<file path="config.mk">
export PLATFORM = sky130hd
export DESIGN_NAME = archive_header_line_parser_flat
export DESIGN_NICKNAME = d
export VERILOG_FILES = /design/src/ahlp_pkg.sv /design/src/ahlp_ifs.sv /design/src/ahlp_step.sv /design/src/ahlp_rsp_fifo.sv /design/src/archive_header_line_parser.sv /design/src/flat_wrapper.sv
export SDC_FILE = /design/constraint.sdc
export NUM_CORES = 1
export LEC_CHECK = 0
export BUFFER_PORTS_ARGS = -buffer_cell sky130_fd_sc_hd__buf_2
export CAP_MARGIN = 5
export CORE_MARGIN = 2
export CORE_UTILIZATION = 65
export DETAILED_ROUTE_END_ITERATION = 12
export PLACE_DENSITY_LB_ADDON = 0.05
export SYNTH_ARGS = -nofsm -noshare
export SYNTH_HDL_FRONTEND = slang
export SYNTH_HIERARCHICAL = 1
export SYNTH_SLANG_ARGS = --single-unit
</file>
<file path="constraint.sdc">
create_clock -name clock -period 11 [get_ports clock]
set_clock_uncertainty 0.05 [all_clocks]
set_input_delay 2.2 -clock clock [delete_from_list [all_inputs] [get_ports clock]]
set_output_delay 2.2 -clock clock [all_outputs]
set_load 0.01 [all_outputs]
</file>
<file path="src/ahlp_pkg.sv">
// Shared types, codes and keyword tables of the archive header line parser.
// Depends on nothing; every other file takes its names from here by scope.
package ahlp_pkg;

   // Parse phases of the header line.
   typedef enum logic [3:0] {
      PH_VER      = 4'd0,
      PH_ID_SP    = 4'd1,
      PH_LEN      = 4'd2,
      PH_LEN_SP   = 4'd3,
      PH_TYPE     = 4'd4,
      PH_TYPE_SP  = 4'd5,
      PH_URI      = 4'd6,
      PH_URI_SP   = 4'd7,
      PH_DATE     = 4'd8,
      PH_DATE_SP  = 4'd9,
      PH_CTYPE    = 4'd10,
      PH_CTYPE_SP = 4'd11,
      PH_RECID    = 4'd12,
      PH_WANT_LF  = 4'd13,
      PH_DONE     = 4'd14,
      PH_ERR      = 4'd15
   } phase_type;

   // Error classes, first one wins.
   typedef enum logic [2:0] {
      ERR_NONE    = 3'd0,
      ERR_VERSION = 3'd1,
      ERR_LENGTH  = 3'd2,
      ERR_TYPE    = 3'd3,
      ERR_SYNTAX  = 3'd4
   } error_type;

   // Field tags.
   localparam logic [2:0] TagVersion = 3'd0;
   localparam logic [2:0] TagLength  = 3'd1;
   localparam logic [2:0] TagType    = 3'd2;
   localparam logic [2:0] TagUri     = 3'd3;
   localparam logic [2:0] TagDate    = 3'd4;
   localparam logic [2:0] TagCtype   = 3'd5;
   localparam logic [2:0] TagRecid   = 3'd6;
   localparam logic [2:0] TagSep     = 3'd7;

   localparam logic [3:0] KindUnknown = 4'd8;

   // Keywords are only tracked over this many leading bytes (12).
   localparam logic [3:0] MaxKeywordChars = 4'd12;

   localparam logic [7:0] ChSpace = 8'h20;
   localparam logic [7:0] ChTab   = 8'h09;
   localparam logic [7:0] ChCr    = 8'h0D;
   localparam logic [7:0] ChLf    = 8'h0A;
   localparam logic [7:0] ChZero  = 8'd48;
   localparam logic [7:0] ChNine  = 8'd57;

   localparam logic [63:0] VerText = "warc/0.9";

   // Keywords left aligned in 16 byte slots, space padded.
   localparam logic [127:0] KwText [8] = '{
      "warcinfo        ",
      "response        ",
      "request         ",
      "metadata        ",
      "revisit         ",
      "conversion      ",
      "continuation    ",
      "resource        "
   };
   localparam logic [3:0] KwLen [8] = '{
      4'd8, 4'd8, 4'd7, 4'd8, 4'd7, 4'd10, 4'd12, 4'd8
   };

   typedef struct packed {
      logic [7:0] in_byte;
      logic       start_line;
   } req_payload_type;

   typedef struct packed {
      logic [2:0]  field_tag;
      logic [7:0]  echo_byte;
      logic        line_done;
      logic        parse_error;
      logic [2:0]  error_kind;
      logic [3:0]  record_kind;
      logic [31:0] length_value;
      logic        length_overflow;
   } rsp_payload_type;

   // Parser state carried from byte to byte.
   typedef struct packed {
      phase_type   phase;
      logic [3:0]  pos;
      logic        ver_match;
      logic [7:0]  cands;
      logic [31:0] len;
      logic        ovf;
      logic [3:0]  kind;
      error_type   err;
   } parse_state_type;

   localparam parse_state_type ParseReset = '{
      phase:     PH_VER,
      pos:       4'd0,
      ver_match: 1'b1,
      cands:     8'hFF,
      len:       32'd0,
      ovf:       1'b0,
      kind:      KindUnknown,
      err:       ERR_NONE
   };

endpackage

</file>
<file path="src/ahlp_ifs.sv">
// Valid/ready channel interfaces for the request and response sides.
// Depends on ahlp_pkg for the payload types.
interface ahlp_req_if;
   logic                     valid;
   logic                     ready;
   ahlp_pkg::req_payload_type payload;

   modport source (output valid, output payload, input ready);
   modport sink (input valid, input payload, output ready);
endinterface

interface ahlp_rsp_if;
   logic                     valid;
   logic                     ready;
   ahlp_pkg::rsp_payload_type payload;

   modport source (output valid, output payload, input ready);
   modport sink (input valid, input payload, output ready);
endinterface

</file>
<file path="src/ahlp_step.sv">
// Next-state and result logic for one header byte.
// Depends on ahlp_pkg.
module ahlp_step (
   input  ahlp_pkg::parse_state_type state,
   input  ahlp_pkg::req_payload_type item,
   output ahlp_pkg::parse_state_type state_next,
   output ahlp_pkg::rsp_payload_type result
);

   function automatic logic [3:0] bump(input logic [3:0] p);
      bump = (p == 4'd15) ? p : p + 4'd1;
   endfunction

   function automatic logic [7:0] type_filter(input logic [7:0] c, input logic [3:0] p,
                                              input logic [7:0] b);
      logic [127:0] t;
      logic [7:0]   r;
      r = c;
      if (p >= ahlp_pkg::MaxKeywordChars) begin
         r = 8'h00;
      end else begin
         for (int k = 0; k < 8; k++) begin
            t = ahlp_pkg::KwText[k] << {p, 3'b000};
            if (p >= ahlp_pkg::KwLen[k] || t[127:120] != b) begin
               r[k] = 1'b0;
            end
         end
      end
      type_filter = r;
   endfunction

   ahlp_pkg::parse_state_type cur;
   ahlp_pkg::parse_state_type nxt;
   logic [7:0]  b;
   logic        sp;
   logic        dig;
   logic [2:0]  tag;
   logic [63:0] ver_sh;
   logic [35:0] len_wide;
   logic        kw_hit;
   logic [2:0]  kw_idx;

   assign b   = item.in_byte;
   assign sp  = (b == ahlp_pkg::ChSpace) || (b == ahlp_pkg::ChTab) ||
                (b == ahlp_pkg::ChCr) || (b == ahlp_pkg::ChLf);
   assign dig = (b >= ahlp_pkg::ChZero) && (b <= ahlp_pkg::ChNine);
   assign cur = item.start_line ? ahlp_pkg::ParseReset : state;

   // Expected version byte at the current position.
   assign ver_sh = ahlp_pkg::VerText << {cur.pos[2:0], 3'b000};

   // length * 10 + digit, four spare bits catch the overflow.
   assign len_wide = ({4'b0000, cur.len} << 3) + ({4'b0000, cur.len} << 1) +
                     {32'd0, b[3:0]};

   // First surviving keyword whose length equals the field length.
   always_comb begin
      kw_hit = 1'b0;
      kw_idx = 3'd0;
      for (int k = 0; k < 8; k++) begin
         if (!kw_hit && cur.cands[k] && ahlp_pkg::KwLen[k] == cur.pos) begin
            kw_hit = 1'b1;
            kw_idx = 3'(k);
         end
      end
   end

   always_comb begin
      nxt = cur;
      tag = ahlp_pkg::TagSep;
      case (cur.phase)
         ahlp_pkg::PH_VER: begin
            if (!sp) begin
               tag = ahlp_pkg::TagVersion;
               if (cur.pos >= 4'd8 || ver_sh[63:56] != b) begin
                  nxt.ver_match = 1'b0;
               end
               nxt.pos = bump(cur.pos);
            end else if (cur.ver_match && cur.pos == 4'd8) begin
               nxt.phase = ahlp_pkg::PH_ID_SP;
            end else begin
               nxt.err   = ahlp_pkg::ERR_VERSION;
               nxt.phase = ahlp_pkg::PH_ERR;
            end
         end
         ahlp_pkg::PH_ID_SP, ahlp_pkg::PH_LEN: begin
            if (dig) begin
               tag       = ahlp_pkg::TagLength;
               nxt.phase = ahlp_pkg::PH_LEN;
               if (!cur.ovf) begin
                  if (len_wide[35:32] != 4'd0) begin
                     nxt.len = 32'hFFFF_FFFF;
                     nxt.ovf = 1'b1;
                  end else begin
                     nxt.len = len_wide[31:0];
                  end
               end
            end else if (sp) begin
               if (cur.phase == ahlp_pkg::PH_LEN) begin
                  nxt.phase = ahlp_pkg::PH_LEN_SP;
               end
            end else begin
               nxt.err   = ahlp_pkg::ERR_LENGTH;
               nxt.phase = ahlp_pkg::PH_ERR;
            end
         end
         ahlp_pkg::PH_LEN_SP: begin
            if (!sp) begin
               tag       = ahlp_pkg::TagType;
               nxt.cands = type_filter(8'hFF, 4'd0, b);
               nxt.pos   = 4'd1;
               nxt.phase = ahlp_pkg::PH_TYPE;
            end
         end
         ahlp_pkg::PH_TYPE: begin
            if (!sp) begin
               tag       = ahlp_pkg::TagType;
               nxt.cands = type_filter(cur.cands, cur.pos, b);
               nxt.pos   = bump(cur.pos);
            end else if (kw_hit) begin
               nxt.kind  = {1'b0, kw_idx};
               nxt.phase = ahlp_pkg::PH_TYPE_SP;
            end else begin
               nxt.err   = ahlp_pkg::ERR_TYPE;
               nxt.phase = ahlp_pkg::PH_ERR;
            end
         end
         ahlp_pkg::PH_TYPE_SP, ahlp_pkg::PH_URI: begin
            if (!sp) begin
               tag       = ahlp_pkg::TagUri;
               nxt.phase = ahlp_pkg::PH_URI;
            end else if (cur.phase == ahlp_pkg::PH_URI) begin
               nxt.phase = ahlp_pkg::PH_URI_SP;
            end
         end
         ahlp_pkg::PH_URI_SP, ahlp_pkg::PH_DATE: begin
            if (dig) begin
               tag       = ahlp_pkg::TagDate;
               nxt.phase = ahlp_pkg::PH_DATE;
            end else if (sp) begin
               if (cur.phase == ahlp_pkg::PH_DATE) begin
                  nxt.phase = ahlp_pkg::PH_DATE_SP;
               end
            end else begin
               nxt.err   = ahlp_pkg::ERR_SYNTAX;
               nxt.phase = ahlp_pkg::PH_ERR;
            end
         end
         ahlp_pkg::PH_DATE_SP, ahlp_pkg::PH_CTYPE: begin
            if (!sp) begin
               tag       = ahlp_pkg::TagCtype;
               nxt.phase = ahlp_pkg::PH_CTYPE;
            end else if (cur.phase == ahlp_pkg::PH_CTYPE) begin
               nxt.phase = ahlp_pkg::PH_CTYPE_SP;
            end
         end
         ahlp_pkg::PH_CTYPE_SP: begin
            if (!sp) begin
               tag       = ahlp_pkg::TagRecid;
               nxt.phase = ahlp_pkg::PH_RECID;
            end
         end
         ahlp_pkg::PH_RECID: begin
            if (b == ahlp_pkg::ChCr) begin
               nxt.phase = ahlp_pkg::PH_WANT_LF;
            end else if (!sp) begin
               tag = ahlp_pkg::TagRecid;
            end else begin
               nxt.err   = ahlp_pkg::ERR_SYNTAX;
               nxt.phase = ahlp_pkg::PH_ERR;
            end
         end
         ahlp_pkg::PH_WANT_LF: begin
            if (b == ahlp_pkg::ChLf) begin
               nxt.phase = ahlp_pkg::PH_DONE;
            end else begin
               nxt.err   = ahlp_pkg::ERR_SYNTAX;
               nxt.phase = ahlp_pkg::PH_ERR;
            end
         end
         default: begin
            // done or error: byte ignored
         end
      endcase
   end

   assign state_next = nxt;

   assign result.field_tag       = tag;
   assign result.echo_byte       = b;
   assign result.line_done       = (nxt.phase == ahlp_pkg::PH_DONE);
   assign result.parse_error     = (nxt.phase == ahlp_pkg::PH_ERR);
   assign result.error_kind      = nxt.err;
   assign result.record_kind     = nxt.kind;
   assign result.length_value    = nxt.len;
   assign result.length_overflow = nxt.ovf;

endmodule

</file>
<file path="src/ahlp_rsp_fifo.sv">
// Two-entry result buffer that drives the response channel.
// Depends on ahlp_pkg and ahlp_rsp_if.
module ahlp_rsp_fifo (
   input  logic                      clock,
   input  logic                      reset,
   input  logic                      push,
   input  ahlp_pkg::rsp_payload_type push_data,
   output logic                      not_full,
   ahlp_rsp_if.source                rsp_chan
);

   ahlp_pkg::rsp_payload_type mem_ff [2];
   logic       wr_ptr_ff;
   logic       wr_ptr_in;
   logic       rd_ptr_ff;
   logic       rd_ptr_in;
   logic [1:0] count_ff;
   logic [1:0] count_in;
   logic       pop;

   assign pop              = rsp_chan.valid && rsp_chan.ready;
   assign rsp_chan.valid   = (count_ff != 2'd0);
   assign rsp_chan.payload = mem_ff[rd_ptr_ff];
   assign not_full         = (count_ff != 2'd2);

   always_comb begin
      wr_ptr_in = push ? ~wr_ptr_ff : wr_ptr_ff;
      rd_ptr_in = pop ? ~rd_ptr_ff : rd_ptr_ff;
      count_in  = count_ff + {1'b0, push} - {1'b0, pop};
   end

   always_ff @(posedge clock) begin
      if (push) begin
         mem_ff[wr_ptr_ff] <= push_data;
      end
   end

   always_ff @(posedge clock) begin
      if (reset) begin
         wr_ptr_ff <= 1'b0;
         rd_ptr_ff <= 1'b0;
         count_ff  <= 2'd0;
      end else begin
         wr_ptr_ff <= wr_ptr_in;
         rd_ptr_ff <= rd_ptr_in;
         count_ff  <= count_in;
      end
   end

endmodule

</file>
<file path="src/archive_header_line_parser.sv">
// Header line parser, one byte per transfer. Each result reaches rsp_chan through the
// input register, then the result buffer. Throughput: one byte per cycle while the
// result buffer has room, limited by the combinational state update loop.
// Synchronous active-high reset returns the parser to the version field, empties
// the input register and the two-entry result buffer; no clearing pass follows.
module archive_header_line_parser (
   input  logic     clock,
   input  logic     reset,
   ahlp_req_if.sink req_chan,
   ahlp_rsp_if.source rsp_chan
);

   // Input register.
   logic                      in_valid_ff;
   logic                      in_valid_in;
   ahlp_pkg::req_payload_type in_item_ff;
   ahlp_pkg::req_payload_type in_item_in;

   // Parser state, updated once per consumed byte.
   ahlp_pkg::parse_state_type state_ff;
   ahlp_pkg::parse_state_type state_in;
   ahlp_pkg::parse_state_type state_next;
   ahlp_pkg::rsp_payload_type step_result;

   logic buf_not_full;
   logic advance;
   logic req_take;

   // A byte moves from the input register into the result buffer whenever the
   // buffer has room; buf_not_full is registered, so ready has no path from
   // rsp_chan.ready.
   assign advance        = in_valid_ff && buf_not_full;
   assign req_chan.ready = !in_valid_ff || buf_not_full;
   assign req_take       = req_chan.valid && req_chan.ready;

   always_comb begin
      in_valid_in = in_valid_ff;
      in_item_in  = in_item_ff;
      if (req_take) begin
         in_valid_in = 1'b1;
         in_item_in  = req_chan.payload;
      end else if (advance) begin
         in_valid_in = 1'b0;
      end
      state_in = advance ? state_next : state_ff;
   end

   always_ff @(posedge clock) begin
      in_item_ff <= in_item_in;
   end

   always_ff @(posedge clock) begin
      if (reset) begin
         in_valid_ff <= 1'b0;
         state_ff    <= ahlp_pkg::ParseReset;
      end else begin
         in_valid_ff <= in_valid_in;
         state_ff    <= state_in;
      end
   end

   ahlp_step u_step (
      .state      (state_ff),
      .item       (in_item_ff),
      .state_next (state_next),
      .result     (step_result)
   );

   ahlp_rsp_fifo u_rsp_fifo (
      .clock     (clock),
      .reset     (reset),
      .push      (advance),
      .push_data (step_result),
      .not_full  (buf_not_full),
      .rsp_chan  (rsp_chan)
   );

endmodule

</file>
<file path="src/flat_wrapper.sv">
// flat-port wrapper written by rule: the top's interface ports become plain ports
module archive_header_line_parser_flat 
  (clock, reset, req_chan_valid, req_chan_payload, req_chan_ready, rsp_chan_valid, rsp_chan_payload, rsp_chan_ready);
  ahlp_req_if req_chan_i ();
  ahlp_rsp_if rsp_chan_i ();
  input  logic clock;
  input  logic reset;
  input wire logic [$bits(req_chan_i.valid)-1:0] req_chan_valid;
  input wire logic [$bits(req_chan_i.payload)-1:0] req_chan_payload;
  output wire logic [$bits(req_chan_i.ready)-1:0] req_chan_ready;
  output wire logic [$bits(rsp_chan_i.valid)-1:0] rsp_chan_valid;
  output wire logic [$bits(rsp_chan_i.payload)-1:0] rsp_chan_payload;
  input wire logic [$bits(rsp_chan_i.ready)-1:0] rsp_chan_ready;
  assign req_chan_i.valid = req_chan_valid;
  assign req_chan_i.payload = req_chan_payload;
  assign req_chan_ready = req_chan_i.ready;
  assign rsp_chan_valid = rsp_chan_i.valid;
  assign rsp_chan_payload = rsp_chan_i.payload;
  assign rsp_chan_i.ready = rsp_chan_ready;
  archive_header_line_parser u_core (.clock(clock), .reset(reset), .req_chan(req_chan_i), .rsp_chan(rsp_chan_i));
endmodule
</file>
==> out/results.ini <==
[placement]
place_congestion=0.998
port_buffers=67
place_hpwl_mm=19.9
place_inst=1531

[power_and_ir_drop]
p_sw_frac=0.305
power.leakage_uw=0.00513
power_frac_clock=0.336
p_per_area_mw_per_mm2=132
pwr-share-seq=0.456
power_switching_uw=534
vdd_ir_drop_max_mv=0.143
combinationalPowerShare=0.208
internal_power_uw=1220

[finish]
nets=1374
layout-drive-gt1-share=0.190
most-common-layout-cells=a21oi_1 (122), edfxtp_1 (115), nor2_1 (83)
layout_commonest_cell=a21oi_1
post-route-util=0.686
finalNonFillerCells=1563
diodes=0
areaGrowthSynthToFinish_pct=3.88
fillers=1558

[synth]
synth_cell_type_count=83
syn_nets=1421
synth_top_area_share=0.271
yosysSeqAreaShare=0.369
synth-edff-count=115
yosysTopAreaCell=edfxtp_1
ys_top_cells_by_area=edfxtp_1 (27%), dfxtp_1 (9.9%), ha_1 (7.3%), mux2_4 (5.9%), a21oi_1 (4.8%)
ys.flop_type=edfxtp_1
yosys_warnings=6
synth.avg_cell_area_um2=9.58
synth_cells=1332
synth_area_mm2=0.0128
synthArstFlopShare=0
ys_ff_latch=178

[floorplan]
io_pins=68
fp.dieArea_mm2=0.0208
rows=51
fp.dieH_um=144
core_mm2=0.0193
die_w_um=144
start_util=0.660

[global_routing]
grtUsageMet3=0.0460
grt_usage=0.292
antenna_found_initial=0
grt_max_degree=101
grt_pass1_wl_mm=47.7
global_route.usage.met1=0.421
grt_busiest_layer=met2
grt_overflow=0
grtUsageMet2=0.459
grt_pass1_vias=9151

[sta]
worst_pin_slew_ns=1.08
hold_violations=0
rsz0062_at_grt=no
finalSetupViolCount=0
relSlewSlack=0.283
fmax_ghz=0.187
finalCriticalPeriod_ns=5.34
min_period_over_period=0.486
final.setup.tns_ns=0
drv_slew=0

[setup_path]
worstPathArrival_ns=5.57
crit_fanout=24
slowest_stage=edfxtp_1
worstPathCellList=nor2b_1 -> fa_1 -> fa_1 -> a211oi_2 -> o211ai_2 -> a21boi_4 -> a22oi_2 -> a211o_1 -> a211o_1 -> a211oi_4 -> buf_4 -> a31oi_1 -> nand3_1 -> a21oi_1
cp_data_required_time_ns=11.22
cpPeakStageDelay_ns=0.91
criticalPathCategory=reg2reg
rr_worst_depth=14
startpoint_type=register
endpoint_kind=register

[clock_tree]
clk_pin_slew_worst_paths_ns=0.07
cts_sinks=178
cts_resized=0
htree_num_levels=4
cts_setup_buffers=0
insertion_delay_ns=0.44
cts_buffers=17
hold_buffers=0
cts_tree=built
clockRootBuffer=clkbuf_16
max-clock-path-buffers=2

[routing]
ant_nets=0
routed_via_density=6.41
drt_first_pass_iters=7
drtIter0Drc=1138
drc=0
wire_per_inst_um=19.5
vias=10022
wl_mm=30.5

[run_status]
status=finished, final reports clean

[run]
cap_violations=0

[worst_hold_path]
min_path_type=reg2reg
min_path_cells=1

## worst max-delay path: cells and delay by family (launching register included)
family	cells	cell delay [ns]
buffers and inverters	1	0.42
adders and majority gates	2	1.07
and+or+nand+nor	2	0.38
AOI/OAI and AO/OA	9	2.31
DFF	1	0.91
## stage by stage
step	setup slack (ns)	hold slack (ns)	instance area (um^2)	total power, uW
6_report	5.66	0.419	13300	1750
3_3_place_gp	5.84	0.394	12700	1170
2_1_floorplan	6.03	0.386	12800	1090
5_1_grt	5.25	0.437	13300	1820
3_5_place_dp	5.75	0.402	12700	1180
4_1_cts	5.71	0.418	13300	1760
## area by class of cell
class	instances	area, um^2	share of cell area
Clock buffer	18	429	0.0324
Clock inverter	14	139	0.0105
Inverter	23	86.3	0.00651
Multi-Input combinational cell	984	7110	0.536
Sequential cell	178	4720	0.356
Tap cell	265	332	0.0250
Timing Repair Buffer	81	440	0.0332
## final timing paths
| path | from | to | slack (ns) |
|---|---|---|---|
| setup reg to reg | u_core/in_item_ff[0] | u_core/state_ff[12] | 5.66 |
| setup / recovery | u_core/in_item_ff[0] | u_core/state_ff[12] | 5.66 |
| hold / removal | u_core/state_ff[48] | u_core/state_ff[48] | 0.42 |
| hold reg to reg | u_core/state_ff[48] | u_core/state_ff[48] | 0.42 |
## power by group through the flow
stage | clock network, uW | logic, uW | registers (uW)
global route | 622 | 390 | 805
CTS | 596 | 364 | 800
floorplan | 0 | 309 | 784
finish | 590 | 364 | 800
detailed placement | 0 | 363 | 815
global placement | 0 | 360 | 812
## logic make-up (layout without fill, tap and decap cells)
logic type / Yosys count / count (layout) / share of synthesized area
xor+xnor: 68 / 68 / 0.0477
simple gates: 392 / 392 / 0.157
buf+inv: 170 / 136 / 0.0761
compound gates: 391 / 391 / 0.210
fa+ha+maj: 76 / 76 / 0.0757
flops: 178 / 178 / 0.369
mux: 57 / 57 / 0.0648
## sequential cells by signal, indices dropped and copies added, names as in the netlist, named ones only
| register | count |
|---|---|
| u_core/u_rsp_fifo/mem_ff | 106 |
| u_core/u_rsp_fifo/rd_ptr_ff | 1 |
| u_core/u_rsp_fifo/wr_ptr_ff | 1 |
| u_core/u_rsp_fifo/count_ff | 2 |
| u_core/in_valid_ff | 1 |
| u_core/state_ff | 57 |
| u_core/in_item_ff | 9 |
## Yosys cell counts (28+ instances only)
cell type / n
a21oi_1: 123
edfxtp_1: 115
nor2_1: 83
nand3_1: 75
ha_1: 74
nand2_1: 71
dfxtp_1: 63
o21ai_0: 63
nor2b_1: 56
clkbuf_1: 52
buf_4: 50
mux2_4: 50
a21bo_2: 44
xnor2_1: 37
xor2_1: 30
a31oi_1: 28
## routing by layer
layer | up-vias | routed length (um)
met5 | - | 0
met4 | 0 | 518
met3 | 60 | 2080
met2 | 409 | 13900
met1 | 4784 | 14000
li1 | 4769 | -
(Power assumes the default switching activity.)
